File: config.mk
export PLATFORM = sky130hd
export DESIGN_NAME = ocle_front
export DESIGN_NICKNAME = d
export VERILOG_FILES = /design/src/ofdm_channel_estimate_lmmse_equalizer_core_macros.svh /design/src/ocle_pkg.sv /design/src/ocle_front.sv
export SDC_FILE = /design/constraint.sdc
export NUM_CORES = 1
export LEC_CHECK = 0
export BUFFER_PORTS_ARGS = -buffer_cell sky130_fd_sc_hd__buf_4
export CORE_MARGIN = 3
export CORE_UTILIZATION = 54
export CTS_BUF_LIST = sky130_fd_sc_hd__clkbuf_8
export CTS_CLUSTER_SIZE = 10
export DETAILED_ROUTE_END_ITERATION = 6
export PLACE_DENSITY = 0.81
export SETUP_SLACK_MARGIN = 0.3
export SYNTH_ARGS = -nofsm -noshare
export SYNTH_HDL_FRONTEND = slang
export SYNTH_SLANG_ARGS = --single-unit
export TNS_END_PERCENT = 5
File: constraint.sdc
create_clock -name clock -period 3.6 [get_ports clock]
set_input_delay 0.72 -clock clock [delete_from_list [all_inputs] [get_ports clock]]
set_output_delay 0.72 -clock clock [all_outputs]
set_load 0.03 [all_outputs]
File: src/ofdm_channel_estimate_lmmse_equalizer_core_macros.svh
// Assertion macros for the OFDM channel estimate and equalizer core.
// No dependencies; included by files that carry concurrent assertions.
`ifndef OFDM_CHANNEL_ESTIMATE_LMMSE_EQUALIZER_CORE_MACROS_SVH
`define OFDM_CHANNEL_ESTIMATE_LMMSE_EQUALIZER_CORE_MACROS_SVH
`ifndef SYNTHESIS
`define OCLE_ASSERT(name, expr) \
   name: assert property (@(posedge clock) disable iff (reset) (expr)) \
      else $error("ocle assertion failed");
`define OCLE_ASSERT_ALWAYS(name, expr) \
   name: assert property (@(posedge clock) (expr)) \
      else $error("ocle assertion failed");
`else
`define OCLE_ASSERT(name, expr)
`define OCLE_ASSERT_ALWAYS(name, expr)
`endif
`endif

File: src/ocle_pkg.sv
// Shared constants, types and register codes of the OFDM equalizer core.
// No dependencies.
`timescale 1ns / 1ps
package ocle_pkg;
   localparam int SUBCARRIERS = 64;
   localparam int PILOTS      = 4;
   localparam int ADDR_W      = (SUBCARRIERS > 1) ? $clog2(SUBCARRIERS) : 1;
   localparam int SC_W        = 6;
   localparam int SLOT_W      = 2;
   localparam int SAMPLE_W    = 16;
   localparam int H_W         = 32;
   localparam int NB_W        = 32;
   localparam int ACC_W       = 34;
   localparam int NUM_WEIGHTS = 4;
   localparam int REQ_TDATA_W = 40;
   localparam int RSP_TDATA_W = 40;
   localparam int CSR_INDEX_W = 3;
   localparam int CSR_DATA_W  = 32;
   localparam int DIV_STEPS   = 17;
   localparam int STEP_W      = $clog2(DIV_STEPS);

   localparam logic [CSR_INDEX_W-1:0] REG_PILOT_WEIGHT_0 = 3'd0;
   localparam logic [CSR_INDEX_W-1:0] REG_PILOT_WEIGHT_1 = 3'd1;
   localparam logic [CSR_INDEX_W-1:0] REG_PILOT_WEIGHT_2 = 3'd2;
   localparam logic [CSR_INDEX_W-1:0] REG_PILOT_WEIGHT_3 = 3'd3;
   localparam logic [CSR_INDEX_W-1:0] REG_NOISE_BIAS     = 3'd4;
   localparam logic [NB_W-1:0]        NOISE_BIAS_RESET   = 32'd67109;

   localparam logic KIND_PILOT = 1'b0;
   localparam logic KIND_DATA  = 1'b1;

   typedef enum logic [1:0] {OP_PILOT, OP_PILOT_LAST, OP_DATA, OP_DROP} op_type;

   typedef struct packed {
      op_type                     op;
      logic [SC_W-1:0]            sc;
      logic [SLOT_W-1:0]          slot;
      logic signed [SAMPLE_W-1:0] re;
      logic signed [SAMPLE_W-1:0] im;
   } item_type;

   typedef struct packed {
      logic [NUM_WEIGHTS-1:0][SAMPLE_W-1:0] weight;
      logic [NB_W-1:0]                      noise_bias;
   } cfg_type;

   typedef struct packed {
      logic                       kind;
      logic [SC_W-1:0]            sc;
      logic signed [SAMPLE_W-1:0] re;
      logic signed [SAMPLE_W-1:0] im;
   } result_type;

   typedef struct packed {
      logic              wr_en;
      logic [ADDR_W-1:0] wr_addr;
      logic [H_W-1:0]    wr_data;
      logic              rd_en;
      logic [ADDR_W-1:0] rd_addr;
   } ram_req_type;
endpackage

File: src/ocle_front.sv
// Input side: accepts request items, classifies them, drops invalid ones and queues the rest.
// Depends on ocle_pkg.
`timescale 1ns / 1ps
module ocle_front (
   input  logic                              clock,
   input  logic                              reset,
   input  logic                              req_tvalid,
   output logic                              req_tready,
   input  logic [ocle_pkg::REQ_TDATA_W-1:0]  req_tdata, // subcarrier, pilot_slot, sample_re, sample_im
   input  logic [0:0]                        req_tuser, // kind
   output logic                              q_valid,
   input  logic                              q_ready,
   output ocle_pkg::item_type                q_item
);
   import ocle_pkg::*;

   item_type   entry_ff [2];
   logic       wr_ptr_ff, wr_ptr_in;
   logic       rd_ptr_ff, rd_ptr_in;
   logic [1:0] count_ff, count_in;
   item_type   cls;
   logic       push, pop;

   always_comb begin
      cls.sc   = req_tdata[5:0];
      cls.slot = req_tdata[7:6];
      cls.re   = req_tdata[23:8];
      cls.im   = req_tdata[39:24];
      if (32'(cls.sc) >= SUBCARRIERS) begin
         cls.op = OP_DROP;
      end else if (req_tuser[0] == KIND_DATA) begin
         cls.op = OP_DATA;
      end else if (32'(cls.slot) >= PILOTS) begin
         cls.op = OP_DROP;
      end else if (32'(cls.slot) == PILOTS - 1) begin
         cls.op = OP_PILOT_LAST;
      end else begin
         cls.op = OP_PILOT;
      end
   end

   assign req_tready = (count_ff != 2'd2);
   assign push       = req_tvalid && req_tready && (cls.op != OP_DROP);
   assign q_valid    = (count_ff != 2'd0);
   assign pop        = q_valid && q_ready;
   assign q_item     = entry_ff[rd_ptr_ff];

   always_comb begin
      wr_ptr_in = push ? ~wr_ptr_ff : wr_ptr_ff;
      rd_ptr_in = pop ? ~rd_ptr_ff : rd_ptr_ff;
      count_in  = count_ff + 2'(push) - 2'(pop);
   end

   always_ff @(posedge clock) begin
      if (reset) begin
         wr_ptr_ff <= 1'b0;
         rd_ptr_ff <= 1'b0;
         count_ff  <= 2'd0;
      end else begin
         wr_ptr_ff <= wr_ptr_in;
         rd_ptr_ff <= rd_ptr_in;
         count_ff  <= count_in;
      end
      if (push) begin
         entry_ff[wr_ptr_ff] <= cls;
      end
   end
endmodule

==> out/metrics.cfg, run 1 <==
[timing]
drv_slew = 0
fin_crit_ns = 2.70
grt_setup_unrepaired = no
final_min_period_over_clock_period_pct = 75.0
report.final.setup_viol = 0
worst_slew_margin_rel_pct = 35.0
timing_worst_slew_pin_value_ns = 0.975
finalHoldViolations = 0
highest_achievable_clock_rate_mhz = 370
final.setup_skew_ns = 0.00690
setup_ws_ns = 0.899
setup_total_negative_slack_ns = 0

[floorplan]
core-area_um2 = 6100
core.rowCount = 28
die_area_um2 = 7450
dieHeight_um = 86.3
effective_utilization_at_floorplan_pct = 57.2
overall_die_width_um = 86.3
floorplan.io_pins = 89

[placed_design]
place.gp.congestion = 0.717
io_buffers = 88
placed_cells_incl_taps = 320
placement.setup.worst_slack_ns = 1.23
dp_hpwl_um = 3880

[cells_and_area]
utilization_pct = 71.9
n_antenna_cell = 0
layout-area-overhead-vs-synth_pct = 25.8
finish.cell_count_without_fillers = 336
final_layout_size_suffix_gt1_share_pct = 60.5
final_nets = 303
layout.cells.most_common_list = 92 x sky130_fd_sc_hd__buf_4, 84 x sky130_fd_sc_hd__edfxtp_1, 41 x sky130_fd_sc_hd__mux2_4, 9 x sky130_fd_sc_hd__clkbuf_8, 5 x sky130_fd_sc_hd__nor2_1
layout_commonest_cell = sky130_fd_sc_hd__buf_4

[clock_tree]
cts_resized = 0
numCtsBuffers = 9
cts_tree = yes
numClockSinks = 89
worstSkewPairLatency_ns = 0.35
cts_max_path_buffers = 2
clock_tree.root_cell = sky130_fd_sc_hd__clkbuf_8
clk_transition_reported_paths_ns = 0.08
cts.htree.levels = 3
postCtsSetupRepairBufs = 0
cts_hold_buffers = 0

[grt]
grt_pass1_wl_um = 8590
antenna_violations_before_repair = 0
grt_max_degree = 43
grt.overflow.total = 0
grt_util_all_layers_pct = 15.7
grt_pass1_vias = 1807

[power]
vdd_ir_drop_max_uv = 465
power.leakage_nw = 1.74
power_density_nw_per_um2 = 765
post-layout-total-power_mw = 3.35

[worst_setup_path]
endpoint_kind = primary output
worst-r2r-setup-slack_ns = 1.68
crit_path_start_kind = register
required_ns = 2.88
cp_data_arrival_time_ns = 1.98
critPathKind = reg -> out
worst-path-max-fanout = 25

[drt]
vias = 1662
avgViaCountPerCell = 4.95
drt_first_pass_iters = 2
wl_per_cell_um = 16.3
detail_route.drc_violations = 0
drt-total-wl_um = 5480
drt_first_iter_violations = 61
route.antenna.remaining_nets = 0

[synth]
postSynth.topFlopCell = sky130_fd_sc_hd__edfxtp_1
syn-mean-instance-area_um2 = 22.1
synth.yosys.seq_area_share_pct = 75.3
post-synth-top-area-cell = sky130_fd_sc_hd__edfxtp_1
post_synth_edffs = 84
synthesis.yosys.warnings = 0
syn_nets = 205
synth-async-reset-ratio_pct = 0
syn-instance-count = 158
ys_top_cells_by_area = sky130_fd_sc_hd__edfxtp_1 72%, sky130_fd_sc_hd__mux2_4 18%, sky130_fd_sc_hd__dfxtp_1 2.9%
yosys.cell_types.count = 20
yosys_register_bits = 89
synthesis.area_um2 = 3480
synth_top_cell_area_share_pct = 72.4

[status]
status = finished clean

[worst_hold_path]
hold_path.class = reg -> reg

[job]
max_cap_viol_count = 0

[cell type report]
| class | count | area [um2] |
|---|---|---|
| Timing Repair Buffer | 92 | 691 |
| Clock buffer | 9 | 124 |
| Fill cell | 420 | 1710 |
| Inverter | 1 | 3.75 |
| Clock inverter | 7 | 71.3 |
| Tap cell | 75 | 93.8 |
| Sequential cell | 89 | 2620 |
| Multi-Input combinational cell | 63 | 776 |
[where the power goes]
group | internal (mW) | total (mW) | switching (mW) | leakage (nW)
sequential | 1.34 | 1.44 | 0.103 | 0.827
clock | 0.319 | 0.654 | 0.335 | 0.0912
combinational | 0.591 | 1.26 | 0.668 | 0.819
total | 2.25 | 3.35 | 1.11 | 1.74
[kinds of logic after synthesis]
logic type               Yosys count  synth area share [%]
AND/OR/NAND/NOR                   15                  2.23
AO/OA/AOI/OAI                      1                 0.251
XOR/XNOR                           2                 0.503
flip-flops                        89                  75.3
adder cells (fa/ha/maj)            2                 0.718
multiplexers                      43                  18.3
buffers and inverters              6                  2.73
[stage by stage]
step,hold slack [ns],instance area (um2)
after floorplan,0.480,3480
after global placement,0.495,4190
after detailed placement,0.510,4190
after CTS,0.534,4380
after global routing,0.530,4380
final,0.543,4380
[worst paths after layout]
check               endpoint  cells past startpoint        start
max                q_item[3]                      3     register
min                 register                      2    rd_ptr_ff
max reg2reg  entry_ff[0][24]                      4  count_ff[0]
min reg2reg         register                      2    rd_ptr_ff
[critical path: stages, from the launching register on]
cell and delay, ns:
sky130_fd_sc_hd__dfxtp_2 0.84, sky130_fd_sc_hd__buf_4 0.32, sky130_fd_sc_hd__mux2_4 0.31, sky130_fd_sc_hd__buf_4 0.17
[flip-flops by register name (all words and copies together) (netlist names), named ones only]
signal	count
entry_ff	84
count_ff	2
rd_ptr_ff	1
wr_ptr_ff	1
[routing by layer]
layer / wire [um] / up-vias / GRT usage [%]
met5: 0 / - / 0
li1: - / 804 / -
met1: 2040 / 795 / 17.3
met3: 383 / 8 / 4.28
met4: 99 / 0 / 8.50
met2: 2960 / 55 / 27.4
[cells in the mapped netlist, types with 2 or more instances]
cell type                   n
sky130_fd_sc_hd__buf_12     4
sky130_fd_sc_hd__dfxtp_1    5
sky130_fd_sc_hd__edfxtp_1  84
sky130_fd_sc_hd__ha_1       2
sky130_fd_sc_hd__mux2_2     2
sky130_fd_sc_hd__mux2_4    41
sky130_fd_sc_hd__nor2_1     6
sky130_fd_sc_hd__nor2b_1    2
(Power assumes the default switching activity.)
==> run 2: changes to the inputs <==
- ABC_AREA: not set -> 1
- clock period: 3.6 -> 2.7 ns (I/O delays scaled with it)
==> out/metrics.cfg, run 2 <==
[grt]
grt_pass1_wl_um = 8650  ; +0.72%
grt_pass1_vias = 1787  ; -1.1%
antenna_violations_before_repair = 0  ; unchanged
grt_max_degree = 43  ; unchanged
grt.overflow.total = 0  ; unchanged
grt_util_all_layers_pct = 16.0  ; +0.29 points

[synth]
synth-async-reset-ratio_pct = 0  ; unchanged
post-synth-top-area-cell = sky130_fd_sc_hd__edfxtp_1
ys_top_cells_by_area = sky130_fd_sc_hd__edfxtp_1 72%, sky130_fd_sc_hd__mux2_4 17%, sky130_fd_sc_hd__dfxtp_1 2.9%
yosys_register_bits = 89  ; unchanged
synthesis.area_um2 = 3490  ; +0.22%
syn-mean-instance-area_um2 = 20.4  ; -7.4%
synth_top_cell_area_share_pct = 72.2  ; -0.16 points
synthesis.yosys.warnings = 0  ; unchanged
syn_nets = 218  ; +6.3%
postSynth.topFlopCell = sky130_fd_sc_hd__edfxtp_1
synth.top_cells.by_count = 84 x sky130_fd_sc_hd__edfxtp_1, 40 x sky130_fd_sc_hd__mux2_4, 10 x sky130_fd_sc_hd__nor2_1
synth.yosys.seq_area_share_pct = 75.1  ; -0.16 points
syn-instance-count = 171  ; +8.2%
synth.most_common_cell = sky130_fd_sc_hd__edfxtp_1
post_synth_edffs = 84  ; unchanged
yosys.cell_types.count = 12  ; -40%

[worst_hold_path]
hold_path.class = in -> reg

[timing]
report.final.setup_viol = 0  ; unchanged
final_min_period_over_clock_period_pct = 80.1
grt_setup_unrepaired = no
finalHoldViolations = 0  ; unchanged
worst_slew_margin_rel_pct = 61.2  ; +26 points
highest_achievable_clock_rate_mhz = 462
setup_total_negative_slack_ns = 0  ; unchanged
drv_slew = 0  ; unchanged
fin_crit_ns = 2.16
final.setup_skew_ns = 0.00841  ; +0.00151 ns
timing_worst_slew_pin_value_ns = 0.581  ; -0.394 ns
finalHoldWorstSlack_ns = 0.350  ; -0.193 ns

[placed_design]
io_buffers = 88  ; unchanged
placed_cells_incl_taps = 333  ; +4.1%
dp_hpwl_um = 3850  ; -0.75%
place.gp.congestion = 0.741  ; +3.3%
placement.cell_area_um2 = 4210  ; +0.45%

[floorplan]
floorplan.io_pins = 89  ; unchanged
core-area_um2 = 6100  ; unchanged
effective_utilization_at_floorplan_pct = 57.3  ; +0.12 points
dieHeight_um = 86.4  ; about the same
die_area_um2 = 7470  ; +0.20%
overall_die_width_um = 86.4  ; about the same
core.rowCount = 28  ; unchanged

[drt]
vias = 1731  ; +4.2%
route.antenna.remaining_nets = 0  ; unchanged
wl_per_cell_um = 16.1  ; -1.5%
avgViaCountPerCell = 4.97  ; +0.56%
drt-total-wl_um = 5590  ; +2.0%
drt_first_iter_violations = 87  ; +43%
drt_first_pass_iters = 4  ; +2
detail_route.drc_violations = 0  ; unchanged

[worst_setup_path]
crit_path_start_kind = register
required_ns = 2.16  ; -0.72 ns
endpoint_kind = primary output
critPathKind = reg -> out
worst-path-max-fanout = 25  ; unchanged
cp_data_arrival_time_ns = 1.62  ; -0.36 ns

[power]
clock_power_share_pct = 19.8  ; +0.3 points
vdd_ir_drop_max_uv = 609  ; +31%
power.leakage_nw = 1.76  ; +1.5%
power_density_nw_per_um2 = 948  ; +24%
power.share.combinational_pct = 36.7  ; -0.9 points
seq_power_share_pct = 43.6  ; +0.7 points
power.switching_mw = 1.32  ; +20%
power_switching_share_pct = 31.9  ; -1.1 points
power_internal_mw = 2.83  ; +26%

[clock_tree]
numClockSinks = 89  ; unchanged
cts_resized = 0  ; unchanged
cts_max_path_buffers = 2  ; unchanged
cts.htree.levels = 3  ; unchanged
cts_hold_buffers = 0  ; unchanged
worstSkewPairLatency_ns = 0.34  ; about the same
clk_transition_reported_paths_ns = 0.08  ; about the same
postCtsSetupRepairBufs = 0  ; unchanged
numCtsBuffers = 9  ; unchanged
cts_tree = yes
clock_tree.root_cell = sky130_fd_sc_hd__clkbuf_8

[cells_and_area]
layout_commonest_cell = sky130_fd_sc_hd__buf_4
utilization_pct = 71.9  ; unchanged
reg.largest.list = entry_ff x84, count_ff x2
largest_register_by_flop_count = entry_ff
layout.cells.most_common_list = 91 x sky130_fd_sc_hd__buf_4, 84 x sky130_fd_sc_hd__edfxtp_1, 40 x sky130_fd_sc_hd__mux2_4, 10 x sky130_fd_sc_hd__inv_1
n_antenna_cell = 0  ; unchanged
final_nets = 316  ; +4.3%
largest_reg_flops = 84  ; unchanged
layout-area-overhead-vs-synth_pct = 25.5
finish.cell_count_without_fillers = 348  ; +3.6%
final_area_um2 = 4380  ; unchanged
final_layout_size_suffix_gt1_share_pct = 53.8  ; -6.7 points

[job]
max_cap_viol_count = 0  ; unchanged

[status]
status = finished clean

-- run 2: cell count changes after synthesis, sizes merged, moves of 2 or more --
cell,change
nand3,+3
inv,+8
nand2,+7
nor2b,-2
nor2,+4
a21oi,+2
-- run 2: area by class of cell --
| type | count | area, um2 |
|---|---|---|
| clock buffers | 9 | 124 |
| clock inverters | 6 | 52.6 |
| fillers | 402 | 1710 |
| inverters | 9 | 33.8 |
| multi-input cells | 68 | 752 |
| flip-flops and latches | 89 | 2620 |
| well taps | 75 | 93.8 |
| repair buffers | 92 | 703 |
-- run 2: power by group through the flow --
stage / Sequential [mW] / Clock, mW / Combinational (mW)
finish: 1.81 / 0.820 / 1.52
floorplan: 1.83 / 0 / 1.13
global route: 1.83 / 0.912 / 1.61
global placement: 1.83 / 0 / 1.53
detailed placement: 1.84 / 0 / 1.54
CTS: 1.81 / 0.849 / 1.54
-- run 2: per-stage QoR --
stage | total power, mW | worst slack (ns)
3_3_place_gp | 3.36 | 0.897
2_1_floorplan | 2.96 | 0.391
3_5_place_dp | 3.38 | 0.889
6_report | 4.15 | 0.537
4_1_cts | 4.21 | 0.499
5_1_grt | 4.35 | 0.455
-- run 2: worst max-delay path, stage by stage (launching register included) --
cell                      delay, ns
sky130_fd_sc_hd__dfxtp_2       0.33
sky130_fd_sc_hd__buf_4         0.39
sky130_fd_sc_hd__mux2_2        0.39
sky130_fd_sc_hd__buf_4         0.17
-- run 2: cell families after synthesis --
| logic type | Yosys count | share of synthesized area [%] |
|---|---|---|
| compound gates | 2 | 0.287 |
| fa+ha+maj | 2 | 0.716 |
| buf+inv | 14 | 3.58 |
| flops | 89 | 75.1 |
| mux | 42 | 17.8 |
| simple gates | 22 | 2.47 |
-- run 2: final timing paths --
kind	startpoint	end	slack, ns	depth (start not counted)
setup reg to reg	count_ff[0]	entry_ff[0][15]	1.00	5
hold / removal	reset	count_ff[0]	0.35	2
hold reg to reg	rd_ptr_ff	rd_ptr_ff	0.51	2
setup / recovery	register	q_item[41]	0.54	3
-- run 2: layer usage --
layer  track usage [%]  up-vias  wire length (um)  part of all wire, %
met5                 0        -                 0                    0
met4              8.92        0                99                  1.8
met3              4.85        9               413                  7.4
met2              26.8       58              2930                   52
met1              18.2      834              2150                   38
li1                  -      830                 -                    -
